$ cat config.mk
export PLATFORM = sky130hd
export DESIGN_NAME = adsr_envelope_generator
export DESIGN_NICKNAME = d
export VERILOG_FILES = /design/src/rtl/core/adsr_pkg.sv /design/src/rtl/core/adsr_smul.sv /design/src/rtl/core/adsr_sdiv.sv /design/src/rtl/core/adsr_envelope_generator.sv
export SDC_FILE = /design/constraint.sdc
export NUM_CORES = 1
export LEC_CHECK = 0
export BUFFER_PORTS_ARGS = -buffer_cell sky130_fd_sc_hd__buf_4
export CORE_UTILIZATION = 35
export DETAILED_ROUTE_END_ITERATION = 7
export HOLD_SLACK_MARGIN = 0.03
export SLEW_MARGIN = 20
export SYNTH_ARGS = -nofsm -noshare
export SYNTH_HDL_FRONTEND = slang
export SYNTH_SLANG_ARGS = --single-unit
$ cat constraint.sdc
create_clock -name i_clk -period 8.4 [get_ports i_clk]
set_input_delay 1.68 -clock i_clk [delete_from_list [all_inputs] [get_ports i_clk]]
set_output_delay 1.68 -clock i_clk [all_outputs]
set_load 0.02 [all_outputs]
$ cat src/rtl/core/adsr_pkg.sv
package adsr_pkg;

    localparam int TIME_BITS       = 20;
    localparam int LEVEL_FRAC_BITS = 16;
    localparam int LEVEL_W         = LEVEL_FRAC_BITS + 1;
    localparam int PHASE_W         = TIME_BITS + 2;
    localparam int PROD_W          = TIME_BITS + LEVEL_W;
    localparam int STEP_CNT_W      = $clog2(LEVEL_W);
    localparam int CFG_IDX_W       = 3;
    localparam int CFG_DATA_W      = (TIME_BITS > LEVEL_W) ? TIME_BITS : LEVEL_W;
    localparam int STAGE_W         = 3;

    localparam logic [LEVEL_W-1:0] ONE_LEVEL = LEVEL_W'(1) << LEVEL_FRAC_BITS;

    typedef enum logic [CFG_IDX_W-1:0] {
        CFG_ATTACK        = 3'd0,
        CFG_DECAY         = 3'd1,
        CFG_SUSTAIN       = 3'd2,
        CFG_SUSTAIN_LEVEL = 3'd3,
        CFG_RELEASE       = 3'd4
    } t_cfg_idx;

    typedef enum logic [STAGE_W-1:0] {
        STG_IDLE     = 3'd0,
        STG_ATTACK   = 3'd1,
        STG_DECAY    = 3'd2,
        STG_SUSTAIN  = 3'd3,
        STG_RELEASE  = 3'd4,
        STG_FINISHED = 3'd5
    } t_stage;

endpackage

$ cat src/rtl/core/adsr_smul.sv
module adsr_smul (
    input  logic                           i_clk,
    input  logic                           i_rst_n,
    input  logic                           i_start,
    input  logic [adsr_pkg::TIME_BITS-1:0] i_mcand,
    input  logic [adsr_pkg::LEVEL_W-1:0]   i_mplier,
    output logic                           o_done,
    output logic [adsr_pkg::PROD_W-1:0]    o_product
);
    import adsr_pkg::*;

    logic [TIME_BITS-1:0]  r_mcand;
    logic [TIME_BITS-1:0]  r_hi;
    logic [LEVEL_W-1:0]    r_lo;
    logic [STEP_CNT_W-1:0] r_cnt;
    logic                  r_busy;
    logic                  r_done;
    logic [TIME_BITS:0]    w_sum;

    // one multiplier bit per cycle, lsb first, product shifts right
    assign w_sum = {1'b0, r_hi} + (r_lo[0] ? {1'b0, r_mcand} : '0);

    always_ff @(posedge i_clk) begin
        if (!i_rst_n) begin
            r_busy <= 1'b0;
            r_done <= 1'b0;
            r_cnt  <= '0;
        end else begin
            r_done <= 1'b0;
            if (i_start) begin
                r_busy <= 1'b1;
                r_cnt  <= STEP_CNT_W'(LEVEL_W - 1);
            end else if (r_busy) begin
                if (r_cnt == '0) begin
                    r_busy <= 1'b0;
                    r_done <= 1'b1;
                end else begin
                    r_cnt <= r_cnt - 1'b1;
                end
            end
        end
    end

    always_ff @(posedge i_clk) begin
        if (i_start) begin
            r_mcand <= i_mcand;
            r_hi    <= '0;
            r_lo    <= i_mplier;
        end else if (r_busy) begin
            r_hi <= w_sum[TIME_BITS:1];
            r_lo <= {w_sum[0], r_lo[LEVEL_W-1:1]};
        end
    end

    assign o_done    = r_done;
    assign o_product = {r_hi, r_lo};

endmodule

$ cat src/rtl/core/adsr_sdiv.sv
module adsr_sdiv (
    input  logic                           i_clk,
    input  logic                           i_rst_n,
    input  logic                           i_start,
    input  logic [adsr_pkg::PROD_W-1:0]    i_dividend,
    input  logic [adsr_pkg::TIME_BITS-1:0] i_divisor,
    output logic                           o_done,
    output logic [adsr_pkg::LEVEL_W-1:0]   o_quotient
);
    import adsr_pkg::*;

    logic [TIME_BITS-1:0]  r_div;
    logic [TIME_BITS-1:0]  r_rem;
    logic [LEVEL_W-1:0]    r_q;
    logic [STEP_CNT_W-1:0] r_cnt;
    logic                  r_busy;
    logic                  r_done;
    logic [TIME_BITS:0]    w_trial;
    logic [TIME_BITS+1:0]  w_diff;
    logic                  w_ge;

    // quotient is known to fit in LEVEL_W bits, so the upper dividend part
    // starts below the divisor and only LEVEL_W restoring steps are needed
    assign w_trial = {r_rem, r_q[LEVEL_W-1]};
    assign w_diff  = {1'b0, w_trial} - {2'b00, r_div};
    assign w_ge    = !w_diff[TIME_BITS+1];

    always_ff @(posedge i_clk) begin
        if (!i_rst_n) begin
            r_busy <= 1'b0;
            r_done <= 1'b0;
            r_cnt  <= '0;
        end else begin
            r_done <= 1'b0;
            if (i_start) begin
                r_busy <= 1'b1;
                r_cnt  <= STEP_CNT_W'(LEVEL_W - 1);
            end else if (r_busy) begin
                if (r_cnt == '0) begin
                    r_busy <= 1'b0;
                    r_done <= 1'b1;
                end else begin
                    r_cnt <= r_cnt - 1'b1;
                end
            end
        end
    end

    // dividend low bits shift out msb first, quotient bits shift in behind
    always_ff @(posedge i_clk) begin
        if (i_start) begin
            r_div <= i_divisor;
            r_rem <= i_dividend[PROD_W-1:LEVEL_W];
            r_q   <= i_dividend[LEVEL_W-1:0];
        end else if (r_busy) begin
            r_rem <= w_ge ? w_diff[TIME_BITS-1:0] : w_trial[TIME_BITS-1:0];
            r_q   <= {r_q[LEVEL_W-2:0], w_ge};
        end
    end

    assign o_done     = r_done;
    assign o_quotient = r_q;

endmodule

$ cat src/rtl/core/adsr_envelope_generator.sv
// ADSR envelope generator, one transaction on the input channel per sample
// tick, one level/stage transaction out for each. Durations are in ticks and
// the level is unsigned Q1.16 (0x10000 is full scale). A tick is accepted in
// the idle state; S_SUM1 and S_SUM2 form the total duration and S_TRIG decides
// on the trigger. Then come the walk through the stages, one compare-and-
// subtract per cycle, and up to two passes through the 17-step shift-add
// multiplier (retrigger phase, decay or release slope). After that come one
// pass through the 17-step restoring divider and the load of the output
// register. Sustain, finished and idle ticks skip the arithmetic. While the
// output register still holds an unaccepted result, the block waits in the
// output state. The next tick is accepted as soon as a result sits in the
// output register. Configuration writes are always ready and must only be
// issued while no tick is in flight; unknown indexes are ignored.
module adsr_envelope_generator (
    input  logic                            i_clk,
    input  logic                            i_rst_n,
    input  logic                            i_valid,
    output logic                            o_ready,
    input  logic                            i_trigger,
    output logic                            o_valid,
    input  logic                            i_ready,
    output logic [adsr_pkg::LEVEL_W-1:0]    o_level,
    output logic [adsr_pkg::STAGE_W-1:0]    o_stage,
    input  logic                            i_cfg_valid,
    output logic                            o_cfg_ready,
    input  logic [adsr_pkg::CFG_IDX_W-1:0]  i_cfg_index,
    input  logic [adsr_pkg::CFG_DATA_W-1:0] i_cfg_data
);
    import adsr_pkg::*;

    typedef enum logic [3:0] {
        S_IDLE,
        S_SUM1,
        S_SUM2,
        S_TRIG,
        S_RMUL,
        S_WALK,
        S_MUL,
        S_DIV,
        S_OUT
    } t_state;

    t_state                r_state;
    logic [TIME_BITS-1:0]  r_attack;
    logic [TIME_BITS-1:0]  r_decay;
    logic [TIME_BITS-1:0]  r_sustain;
    logic [LEVEL_W-1:0]    r_sustain_level;
    logic [TIME_BITS-1:0]  r_release;

    logic [PHASE_W-1:0]    r_phase;
    logic                  r_idle;
    logic [LEVEL_W-1:0]    r_last;

    logic                  r_trig;
    logic [PHASE_W-1:0]    r_tot;
    logic [PHASE_W-1:0]    r_tmp;
    logic [PHASE_W-1:0]    r_rel;
    t_stage                r_stg;
    logic [LEVEL_W-1:0]    r_res;

    logic                  r_mul_go;
    logic [TIME_BITS-1:0]  r_mul_a;
    logic [LEVEL_W-1:0]    r_mul_b;
    logic                  r_div_go;
    logic [PROD_W-1:0]     r_div_n;
    logic [TIME_BITS-1:0]  r_div_d;

    logic                  r_out_valid;
    logic [LEVEL_W-1:0]    r_level;
    logic [STAGE_W-1:0]    r_stage;

    logic                  w_mul_done;
    logic [PROD_W-1:0]     w_prod;
    logic                  w_div_done;
    logic [LEVEL_W-1:0]    w_quot;
    logic [LEVEL_W-1:0]    w_sl;
    logic [PHASE_W-1:0]    w_rphase;
    logic [PHASE_W-1:0]    w_dur;
    logic                  w_in_stage;
    logic                  w_retrig;

    function automatic logic [PHASE_W-1:0] sat_inc(input logic [PHASE_W-1:0] p,
                                                   input logic [PHASE_W-1:0] tot);
        logic [PHASE_W:0] inc;
        inc = {1'b0, p} + 1'b1;
        return (inc > {1'b0, tot}) ? tot : inc[PHASE_W-1:0];
    endfunction

    adsr_smul u_smul (
        .i_clk     (i_clk),
        .i_rst_n   (i_rst_n),
        .i_start   (r_mul_go),
        .i_mcand   (r_mul_a),
        .i_mplier  (r_mul_b),
        .o_done    (w_mul_done),
        .o_product (w_prod)
    );

    adsr_sdiv u_sdiv (
        .i_clk      (i_clk),
        .i_rst_n    (i_rst_n),
        .i_start    (r_div_go),
        .i_dividend (r_div_n),
        .i_divisor  (r_div_d),
        .o_done     (w_div_done),
        .o_quotient (w_quot)
    );

    assign w_sl     = (r_sustain_level > ONE_LEVEL) ? ONE_LEVEL : r_sustain_level;
    assign w_rphase = PHASE_W'(w_prod >> LEVEL_FRAC_BITS);
    assign w_retrig = r_trig && !r_idle && (r_phase < r_tot);

    always_comb begin
        unique case (r_stg)
            STG_ATTACK:  w_dur = PHASE_W'(r_attack);
            STG_DECAY:   w_dur = PHASE_W'(r_decay);
            STG_SUSTAIN: w_dur = PHASE_W'(r_sustain);
            STG_RELEASE: w_dur = PHASE_W'(r_release);
            default:     w_dur = '0;
        endcase
    end

    assign w_in_stage = r_rel < w_dur;

    // configuration registers
    always_ff @(posedge i_clk) begin
        if (!i_rst_n) begin
            r_attack        <= '0;
            r_decay         <= '0;
            r_sustain       <= '0;
            r_sustain_level <= ONE_LEVEL;
            r_release       <= '0;
        end else if (i_cfg_valid) begin
            case (i_cfg_index)
                CFG_ATTACK:        r_attack        <= i_cfg_data[TIME_BITS-1:0];
                CFG_DECAY:         r_decay         <= i_cfg_data[TIME_BITS-1:0];
                CFG_SUSTAIN:       r_sustain       <= i_cfg_data[TIME_BITS-1:0];
                CFG_SUSTAIN_LEVEL: r_sustain_level <= i_cfg_data[LEVEL_W-1:0];
                CFG_RELEASE:       r_release       <= i_cfg_data[TIME_BITS-1:0];
                default: ;
            endcase
        end
    end

    always_ff @(posedge i_clk) begin
        if (!i_rst_n) begin
            r_state     <= S_IDLE;
            r_phase     <= '0;
            r_idle      <= 1'b1;
            r_last      <= '0;
            r_mul_go    <= 1'b0;
            r_div_go    <= 1'b0;
            r_out_valid <= 1'b0;
            r_stg       <= STG_IDLE;
        end else begin
            r_mul_go <= ((r_state == S_TRIG) && w_retrig)
                     || ((r_state == S_WALK) && w_in_stage
                         && (r_stg == STG_DECAY || r_stg == STG_RELEASE));
            r_div_go <= ((r_state == S_WALK) && w_in_stage && (r_stg == STG_ATTACK))
                     || ((r_state == S_MUL) && w_mul_done);
            if (r_out_valid && i_ready && (r_state != S_OUT)) begin
                r_out_valid <= 1'b0;
            end
            unique case (r_state)
                S_IDLE: begin
                    if (i_valid) begin
                        r_trig  <= i_trigger;
                        r_state <= S_SUM1;
                    end
                end
                S_SUM1: begin
                    r_tot   <= PHASE_W'(r_attack) + PHASE_W'(r_decay);
                    r_tmp   <= PHASE_W'(r_sustain) + PHASE_W'(r_release);
                    r_state <= S_SUM2;
                end
                S_SUM2: begin
                    r_tot   <= r_tot + r_tmp;
                    r_state <= S_TRIG;
                end
                S_TRIG: begin
                    priority if (w_retrig) begin
                        // retrigger: resume the attack from the present level
                        r_stg    <= STG_ATTACK;
                        r_mul_a  <= r_attack;
                        r_mul_b  <= r_last;
                        r_state  <= S_RMUL;
                    end else if (r_trig) begin
                        r_stg   <= STG_ATTACK;
                        r_idle  <= 1'b0;
                        r_rel   <= '0;
                        r_phase <= sat_inc('0, r_tot);
                        r_state <= S_WALK;
                    end else if (r_idle) begin
                        r_res   <= '0;
                        r_stg   <= STG_IDLE;
                        r_state <= S_OUT;
                    end else begin
                        r_stg   <= STG_ATTACK;
                        r_rel   <= r_phase;
                        r_phase <= sat_inc(r_phase, r_tot);
                        r_state <= S_WALK;
                    end
                end
                S_RMUL: begin
                    if (w_mul_done) begin
                        r_idle  <= 1'b0;
                        r_rel   <= w_rphase;
                        r_phase <= sat_inc(w_rphase, r_tot);
                        r_state <= S_WALK;
                    end
                end
                S_WALK: begin
                    // one stage per cycle: phase relative to the stage start
                    if (w_in_stage) begin
                        unique case (r_stg)
                            STG_ATTACK: begin
                                r_div_n  <= PROD_W'(r_rel[TIME_BITS-1:0]) << LEVEL_FRAC_BITS;
                                r_div_d  <= r_attack;
                                r_state  <= S_DIV;
                            end
                            STG_DECAY: begin
                                r_mul_a  <= r_rel[TIME_BITS-1:0];
                                r_mul_b  <= ONE_LEVEL - w_sl;
                                r_state  <= S_MUL;
                            end
                            STG_SUSTAIN: begin
                                r_res   <= w_sl;
                                r_state <= S_OUT;
                            end
                            STG_RELEASE: begin
                                r_mul_a  <= r_release - r_rel[TIME_BITS-1:0];
                                r_mul_b  <= w_sl;
                                r_state  <= S_MUL;
                            end
                            default: begin
                                r_res   <= '0;
                                r_stg   <= STG_FINISHED;
                                r_state <= S_OUT;
                            end
                        endcase
                    end else begin
                        r_rel <= r_rel - w_dur;
                        unique case (r_stg)
                            STG_ATTACK:  r_stg <= STG_DECAY;
                            STG_DECAY:   r_stg <= STG_SUSTAIN;
                            STG_SUSTAIN: r_stg <= STG_RELEASE;
                            default: begin
                                r_res   <= '0;
                                r_stg   <= STG_FINISHED;
                                r_state <= S_OUT;
                            end
                        endcase
                    end
                end
                S_MUL: begin
                    if (w_mul_done) begin
                        r_div_n  <= w_prod;
                        r_div_d  <= (r_stg == STG_DECAY) ? r_decay : r_release;
                        r_state  <= S_DIV;
                    end
                end
                S_DIV: begin
                    if (w_div_done) begin
                        r_res   <= (r_stg == STG_DECAY) ? ONE_LEVEL - w_quot : w_quot;
                        r_state <= S_OUT;
                    end
                end
                S_OUT: begin
                    if (!r_out_valid || i_ready) begin
                        r_out_valid <= 1'b1;
                        r_level     <= r_res;
                        r_stage     <= r_stg;
                        r_last      <= r_res;
                        r_state     <= S_IDLE;
                    end
                end
                default: r_state <= S_IDLE;
            endcase
        end
    end

    assign o_ready     = (r_state == S_IDLE);
    assign o_valid     = r_out_valid;
    assign o_level     = r_level;
    assign o_stage     = r_stage;
    assign o_cfg_ready = 1'b1;

    a_finished_zero: assert property (@(posedge i_clk) disable iff (!i_rst_n)
        (o_valid && (o_stage == STG_FINISHED || o_stage == STG_IDLE)) |-> (o_level == '0))
        else $error("idle or finished stage with nonzero level");

    a_level_range: assert property (@(posedge i_clk) disable iff (!i_rst_n)
        o_valid |-> (o_level <= ONE_LEVEL))
        else $error("level above full scale");

    a_sustain_level: assert property (@(posedge i_clk) disable iff (!i_rst_n)
        (o_valid && o_stage == STG_SUSTAIN) |-> (o_level == w_sl))
        else $error("sustain stage level differs from sustain register");

    a_units_exclusive: assert property (@(posedge i_clk) disable iff (!i_rst_n)
        !(r_mul_go && r_div_go))
        else $error("multiplier and divider started together");

endmodule
After elaboration in Yosys (flattened, before gate mapping)
Index checks and enable logic that the tools add are counted. W data, S select, Z words.

Register bits: 473. Input port bits: 29. Output and inout port bits: 23.

$add $sub $neg: 13. Order comparisons: 6. Equality and inequality tests: 37. Muxes and demuxes: 91. Bitwise logic cells: 5. Reduce and logical (&&, ||, !) cells: 58.

Operators by type and width (count): $mux W22 (12); $mux W17 (14); $mux W20 (10); $pmux W20 S2 (3); $mux W37 (3); $pmux W17 S2 (3); $pmux W22 S2 (2); $pmux W20 S4 (1); $pmux W37 S2 (1); $pmux W22 S3 (1); $pmux W17 S3 (1); $lt A22 B22 Y1 (2); $add A20 B20 Y21 (2); $mux W4 (10); $pmux W4 S9 (1); $sub A17 B17 Y17 const A (2); $mux W5 (6); $reduce_and A2 Y1 (13); $add A22 B1 Y23 const B (1); $gt A23 B22 Y1 (1); $add A21 B1 Y22 const B (1); $add A22 B22 Y22 (1); $gt A1 B22 Y1 const A (1); $gt A22 B22 Y1 (1); other kinds (41) (117).

Longest topological paths before layout
Gate-level depths: netlist (run 1).

Depth after elaboration: 7. Mapped depth: 17.

By module
A second synthesis (run 1) with hierarchy kept.

Cells, all modules: 3158. Area, all modules: 28887.7 um2.

By module, submodules not included: adsr_envelope_generator (instances 1, cells each 2504, area an instance 21772.1 um2, seq. area each 8858.5 um2); adsr_sdiv (instances 1, cells each 331, area an instance 3703.6 um2, seq. area each 1851.8 um2); adsr_smul (instances 1, cells each 323, area an instance 3412.0 um2, seq. area each 1651.6 um2).

Worst setup path after synthesis (run 1)
No wires, ideal clock.

Path kind: reg2reg. From: register r_stg[0]. To: register r_div_d[0], enable pin. Setup time: 542 ps. Data arrival time: 7215 ps. Data required time: 7858 ps. Path slack: 643 ps. Stages on the path, launching flop included: 16. Buffers on the path: 2. Cell sequence: dfxtp_1 nor3b_1 clkbuf_1 clkbuf_1 nand2_1 o2111ai_1 ha_1 inv_1 fa_1 a21o_1 a21o_1 a21oi_2 nor4_4 o2111ai_4 a31oi_1 nor3_1.

Longest elaborated chain between the ends: 5. Elaborated cells on any way between the ends: 9.

Ends and longest elaborated chain: start: declaration (line adsr_envelope_generator.sv:58) `t_stage r_stg;`; start signal: assignment (line adsr_envelope_generator.sv:154) `r_stg <= STG_IDLE;`; start signal: assignment (line adsr_envelope_generator.sv:183) `r_stg <= STG_ATTACK;`; start signal: assignment (line adsr_envelope_generator.sv:188) `r_stg <= STG_ATTACK;`; $eq A3 B3 Y1 (tied with other cells) (line adsr_envelope_generator.sv:114) `unique case (r_stg)`; $pmux W20 S4 (line adsr_envelope_generator.sv:114); $lt A22 B22 Y1 (line adsr_envelope_generator.sv:123) `assign w_in_stage = r_rel < w_dur;`; $ne A2 B2 Y1 (no source line); $reduce_and A5 Y1 (no source line) *; end signal: assignment (line adsr_envelope_generator.sv:218) `r_div_d <= r_attack;`; end signal: assignment (line adsr_envelope_generator.sv:258) `r_div_d <= (r_stg == STG_DECAY) ? r_decay : r_release;`; end: declaration (line adsr_envelope_generator.sv:66) `logic [TIME_BITS-1:0] r_div_d;`.

Mark *: on every way between the ends. The rest lies on a longest branch, timed or not. A chain may end at the register's enable or synchronous reset.

Worst setup path in the final report (run 1)
From: register r_phase[0]. To: register r_phase[8].

Longest elaborated chain between the ends: 7. Elaborated cells on any way between the ends: 11.

Ends and longest elaborated chain: start: declaration (line adsr_envelope_generator.sv:50) `logic [PHASE_W-1:0] r_phase;`; start signal: assignment (line adsr_envelope_generator.sv:191) `r_phase <= sat_inc('0, r_tot);`; start signal: assignment (line adsr_envelope_generator.sv:200) `r_phase <= sat_inc(r_phase, r_tot);`; start signal: assignment (line adsr_envelope_generator.sv:208) `r_phase <= sat_inc(w_rphase, r_tot);`; $add A22 B1 Y23 (line adsr_envelope_generator.sv:85) `inc = {1'b0, p} + 1'b1;`; $gt A23 B22 Y1 (line adsr_envelope_generator.sv:86) `return (inc > {1'b0, tot}) ? tot : inc[PHASE_W-1:0];`; $mux W22 (line adsr_envelope_generator.sv:86); $mux W22 (line adsr_envelope_generator.sv:193) `end else if (r_idle) begin`; $mux W22 (line adsr_envelope_generator.sv:187) `end else if (r_trig) begin`; $mux W22 (line adsr_envelope_generator.sv:181) `priority if (w_retrig) begin`; $pmux W22 S2 (line adsr_envelope_generator.sv:164) `unique case (r_state)`.

Parallel ways exist; a longest one is shown, timed or not. The select of a mux whose other input is x is not followed.

==> results of run 1 <==
-- kinds of logic (layout without fill, tap and decap cells) --
group                    Yosys count  count (layout)  synth area share (%)
multiplexers                     116             116                  4.33
flip-flops                       472             472                  42.3
buffers and inverters            260             293                  3.52
XOR/XNOR                         169             169                  5.07
AO/OA/AOI/OAI                    800             800                  17.7
adder cells (fa/ha/maj)          222             222                  9.68
other                              1               1                0.0128
AND/OR/NAND/NOR                 1090            1090                  17.4
-- power breakdown --
part	total (W)	switching, W	internal [W]
registers	0.00266	0.000144	0.00251
clock network	0.00231	0.000980	0.00133
logic	0.000674	0.000408	0.000267
-- per-layer routing --
layer	part of all wire, %	vias up	routed length [µm]
met5	0	-	0
met4	3.3	0	3080
met3	7.3	139	6820
met2	43	890	40300
met1	46	11400	42900
li1	-	11400	-
-- Yosys cell counts (11+ instances only) --
| library cell | number |
|---|---|
| xor2_1 | 56 |
| o21a_1 | 27 |
| clkbuf_1 | 109 |
| dfxtp_1 | 181 |
| nand4_1 | 18 |
| inv_1 | 120 |
| buf_2 | 13 |
| xnor2_1 | 113 |
| a31oi_1 | 52 |
| o211ai_1 | 16 |
| nor4b_1 | 11 |
| a21oi_1 | 255 |
| mux2i_1 | 56 |
| nor4_1 | 23 |
| o31ai_1 | 15 |
| nand2_1 | 486 |
| nor2_1 | 214 |
| a21o_1 | 44 |
| mux2_2 | 52 |
| a211oi_1 | 22 |
| o21ai_0 | 168 |
| nor3_1 | 68 |
| a22oi_1 | 40 |
| or2_2 | 12 |
| a221o_1 | 15 |
| ha_1 | 215 |
| and3_1 | 41 |
| nand3_1 | 47 |
| or3_1 | 18 |
| nor3b_1 | 14 |
| and2_1 | 44 |
| edfxtp_1 | 291 |
| nor2b_1 | 29 |
| nand2b_1 | 26 |
-- cell type report --
type	instances	area, µm²
clock buffer	65	1380
timing repair buffer	78	586
inverter	121	457
tap	1070	1340
clock inverter	29	318
multi-input combinational	2398	15900
fill	8104	50000
sequential	472	12400
-- registers in the layout, indices dropped and copies added (netlist names), 20 cells and up --
register,flops
u_sdiv.r_div,20
r_release,20
r_tmp,21
r_div_n,37
r_mul_a,20
r_attack,20
r_tot,22
u_sdiv.r_rem,20
r_sustain,20
r_rel,22
r_decay,20
u_smul.r_hi,20
u_smul.r_mcand,20
r_phase,22
r_div_d,20
-- worst reg2reg max path, stage by stage, from the launching register on --
cell     delay [ps]
dfxtp_1         490
ha_1            300
nand3_1         290
nor2_2          530
nand3_1         170
xnor2_1         190
ha_1            320
nand3_1         160
nor4_1          560
nand3_1         180
a21oi_2         670
buf_4           420
mux2i_1         250
nor4_1           70
a221o_1         280
-- stage by stage --
step                total power (W)  hold slack, ps  setup slack, ps
global route                0.00582             424             3210
detailed placement          0.00336             405             3550
floorplan                   0.00311             400              643
CTS                         0.00566             419             3550
finish                      0.00564             418             3420
global placement            0.00336             401             3600
-- path summary, 6_finish.rpt --
path | start | to | depth (start not counted)
min | r_div_d[5] | u_sdiv.r_div[5] | 0
max | r_phase[0] | r_phase[8] | 14
min reg2reg | r_div_d[5] | u_sdiv.r_div[5] | 0
max reg2reg | r_phase[0] | r_phase[8] | 14
==> metrics.md, run 1 <==
| Metric | Value |
|---|---|
| Status | `finished clean` |
| Ys Warns | `0` |
| Placed Area | `30700 µm²` |
| Layout Area Growth over Synthesis | `10.7%` |
| Initial antenna violation count | `4` |
| Mean routed wirelength per cell | `22.0 µm` |
| Peak Freq | `201 MHz` |
| CP startpoint kind | `register` |
| Crit-path slowest cell | `a21oi_2` |
| CTS Hold Bufs | `0` |
| Synthesized net count | `3381` |
| Final wirelength | `93100 µm` |
| Antenna viol nets, final | `0` |
| Synth area leaders | `edfxtp_1, dfxtp_1, ha_1` |
| Initial Util | `35.5%` |
| DR iter-0 viols | `2684` |
| Worst-Skew Late Latency | `620 ps` |
| CTS Sinks | `472` |
| Mapped Area | `29200 µm²` |
| CTS max path bufs | `3` |
| Post-synth top area cell | `edfxtp_1` |
| GRT overflow | `0` |
| Largest net degree at the start of global routing | `84` |
| Sequential-to-total area share from yosys stat | `42.3%` |
| Max Cap Violations | `0` |
| Worst Tran Pin Value | `1080 ps` |
| Avg Inst Size Synth | `9.34 µm²` |
| Rows | `105` |
| Leakage | `12.2 nW` |
| PostCTS Resize Cnt | `0` |
| Routed vias | `23.8k` |
| Total core area | `82400 µm²` |
| Number of I/O pins | `52` |
| DRC | `0` |
| Post-synth cell types | `100` |
| Syn Inst Count | `3130` |
| Crit-path most repeated cell | `nand3_1` |
| Cts bufs inserted | `50` |
| R2R Setup Slk | `3420 ps` |
| Most common cell after layout, fill and taps aside | `nand2_1` |
| Ys async rst share | `0%` |
| Drt via density | `5.63` |
| Synth Register Bits | `472` |
| Clock skew | `19.0 ps` |
| Crit path time final | `4980 ps` |
| Die X-Extent | `291 µm` |
| Final #Nets | `3372` |
| EDFF count, synth | `291` |
| Max_slew headroom | `28.2%` |
| Ant diodes | `0` |
| TritonRoute pass-1 iters | `7` |
| Vias in the first global route | `22.1k` |
| Setup crit end kind | `register` |
| Worst path cell trace | `ha_1 -> nand3_1 -> nor2_2 -> nand3_1 -> xnor2_1 -> ha_1 -> nand3_1 -> nor4_1 -> nand3_1 -> a21oi_2 -> buf_4 -> mux2i_1 -> nor4_1 -> a221o_1` |
| Die ar. | `84700 µm²` |
| Cell Pwr Density | `174 nW/µm²` |
| Routability cong. | `0.969` |
| Post-CTS setup buffer count | `0` |
| Required time of the worst setup path | `8900 ps` |
| Post-synth top area share | `29.9%` |
| Cell Count, Final, Fillers Out | `4233` |
| Clock transition at path regs | `60 ps` |
| Overall Global Routing Usage | `21.5%` |
| RSZ-0062 raised after global routing | `no` |
| Cells after DPL | `4139` |
| Final Core Density | `39.3%` |
| CTS tree | `done` |
| Grt peak-use layer | `met2` |
| Root Driver | `clkbuf_16` |
| Critical path's top delay family | `simple AND/OR/NAND/NOR gates` |
| Most used DFF post-synth | `edfxtp_1` |
| Post-route cell area | `32400 µm²` |
| Met2 Track Usage GR | `32.7%` |
| Worst min path class | `reg2reg` |
| Final Hold Viols | `0` |
| Htree depth | `2` |
| Max-slew violations | `0` |
| DP HPWL | `71100 µm` |
| Commonest cells after routing, fill and taps aside | `nand2_1, edfxtp_1, a21oi_1` |
| Total Negative Setup Slacks | `0 ps` |
| IO Port Bufs | `50` |
| Crit path kind | `reg2reg` |
| CP bufs+invs | `1` |
| Peak supply drop | `0.145 mV` |
| Tcrit/Tclk final | `59.3%` |
| First-pass GRT wire length | `139000 µm` |
| Slowest stage delay, CP | `660 ps` |
| Chip height | `291 µm` |
| Critical Path Fanout Max | `20` |
| Critical Path AT | `5480 ps` |
| Final setup viols | `0` |
| Share of layout cells above drive strength 1 | `8.66%` |
| GR met1 Demand/Resource | `31.2%` |
| Met3 GRT Util | `2.98%` |
Note: power is estimated with default switching activity, not from simulation.
==> run 2: changes to the inputs <==
- clock period: 8.4 -> 5.2 ns (I/O delays scaled with it)
==> metrics.md, run 2 (synthesized netlist as in run 1, its figures left out) <==
| Metric | Value |
|---|---|
| Max reg flops | `37` |
| TritonRoute pass-1 iters | `6` |
| R2R Setup Slk | `440 ps` |
| Total Negative Setup Slacks | `0 ps` |
| Initial antenna violation count | `3` |
| RSZ-0062 raised after global routing | `no` |
| Total core area | `82400 µm²` |
| Critical Path Fanout Max | `37` |
| Peak supply drop | `0.258 mV` |
| Worst min path class | `reg2reg` |
| Drt via density | `5.65` |
| Htree depth | `2` |
| Met2 Track Usage GR | `33.0%` |
| CTS Hold Bufs | `0` |
| Clock transition at path regs | `70 ps` |
| CTS tree | `done` |
| Reg2reg end | `r_mul_b[11]` |
| Leakage | `12.2 nW` |
| Mean routed wirelength per cell | `22.1 µm` |
| Peak Freq | `210 MHz` |
| CTS Sinks | `472` |
| Final Hold Viols | `0` |
| Largest net degree at the start of global routing | `66` |
| Max_slew headroom | `28.1%` |
| Worst path cell trace | `and2_1 -> buf_4 -> a22oi_1 -> and3_1 -> ha_1 -> a21o_1 -> a21o_1 -> a21oi_1 -> o21a_1 -> nand2_1 -> a221oi_4 -> buf_4` |
| GR met1 Demand/Resource | `30.1%` |
| Cell Count, Final, Fillers Out | `4246` |
| Overall Global Routing Usage | `21.5%` |
| Grt peak-use layer | `met2` |
| Crit path time final | `4760 ps` |
| Final setup viols | `0` |
| Cells after DPL | `4150` |
| Vias in the first global route | `22.3k` |
| Tcrit/Tclk final | `91.5%` |
| Post-CTS setup buffer count | `0` |
| Reg2Reg Depth | `12` |
| Area of the multi-input gates | `15900 µm²` |
| Root Driver | `clkbuf_16` |
| Worst r2r src | `r_stg[2]` |
| Layout Area Growth over Synthesis | `10.9%` |
| Worst-Skew Late Latency | `610 ps` |
| Most common cell after layout, fill and taps aside | `nand2_1` |
| Routed vias | `24.0k` |
| IO Port Bufs | `50` |
| Share of layout cells above drive strength 1 | `9.10%` |
| DP HPWL | `72000 µm` |
| Crit-path slowest cell | `dfxtp_1` |
| First-pass GRT wire length | `139000 µm` |
| Min-Delay Path Depth | `0` |
| Status | `finished clean` |
| Rows | `105` |
| Antenna viol nets, final | `0` |
| Commonest cells after routing, fill and taps aside | `nand2_1, edfxtp_1, a21oi_1` |
| Cts bufs inserted | `51` |
| Die X-Extent | `291 µm` |
| Max Cap Violations | `0` |
| Worst Tran Pin Value | `1080 ps` |
| Initial Util | `35.5%` |
| Critical Path AT | `4990 ps` |
| Final #Nets | `3384` |
| Cell Pwr Density | `278 nW/µm²` |
| Number of I/O pins | `52` |
| Routability cong. | `1.00` |
| HP Start | `r_div_d[3]` |
| Met3 GRT Util | `3.96%` |
| Die ar. | `84700 µm²` |
| Crit path kind | `reg2reg` |
| PostCTS Resize Cnt | `0` |
| CTS max path bufs | `3` |
| Filler Cells Inserted | `8196` |
| CP startpoint kind | `register` |
| Ant diodes | `0` |
| Max-slew violations | `0` |
| GRT overflow | `0` |
| Clock skew | `28.0 ps` |
| Chip height | `291 µm` |
| Hold EP | `u_sdiv.r_div[3]` |
| Required time of the worst setup path | `5430 ps` |
| DR iter-0 viols | `2376` |
| DRC | `0` |
| Sequential cell area | `12400 µm²` |
| Biggest register | `r_div_n` |
| Final wirelength | `93700 µm` |
| Setup crit end kind | `register` |
| Slowest stage delay, CP | `650 ps` |
run 2: worst max path at each step:
stage	from	endpoint	slack (ps)	depth (start not counted)
floorplan	r_stg[0]	r_div_d[0]	40	15
global placement	r_stg[2]	r_mul_a[10]	630	12
detailed placement	r_stg[2]	r_res[5]	560	14
CTS	r_stg[2]	r_mul_a[18]	520	12
global route	r_stg[2]	r_res[8]	120	14
finish	r_stg[2]	r_mul_b[11]	440	12
run 2: per-stage QoR:
step / hold slack (ps) / util, % / cell area, µm² / setup WS (ps) / power (W)
3_3_place_gp: 402 / 37.4 / 30800 / 626 / 0.00543
6_report: 418 / 39.4 / 32400 / 443 / 0.00901
5_1_grt: 426 / 39.4 / 32400 / 116 / 0.00931
4_1_cts: 419 / 39.3 / 32400 / 517 / 0.00904
2_1_floorplan: 400 / - / 29300 / 41.2 / 0.00502
3_5_place_dp: 405 / 37.4 / 30800 / 560 / 0.00543
run 2: cell type report:
| class | count | area share [%] |
|---|---|---|
| clock buffers | 64 | 4.21 |
| clock inverters | 32 | 0.837 |
| inverters | 121 | 1.41 |
| multi-input cells | 2398 | 49.1 |
| flip-flops and latches | 472 | 38.1 |
| well taps | 1070 | 4.13 |
| repair buffers | 89 | 2.14 |
run 2: per-layer routing:
layer | up-vias | share of wire (%)
met1 | 11500 | 45
met5 | - | 0.018
met2 | 903 | 44
met4 | 2 | 3.5
li1 | 11400 | -
met3 | 144 | 8.0
run 2: power breakdown:
group	switching [W]	internal, W
Combinational	0.000670	0.000437
Clock	0.00156	0.00206
Sequential	0.000215	0.00406
run 2: worst max-delay path, delay by kind of cell (launching register included):
family,cells,cell delay (ps)
simple gates,3,1130
flops,1,650
compound gates,6,1410
buf+inv,2,760
fa+ha+maj,1,410
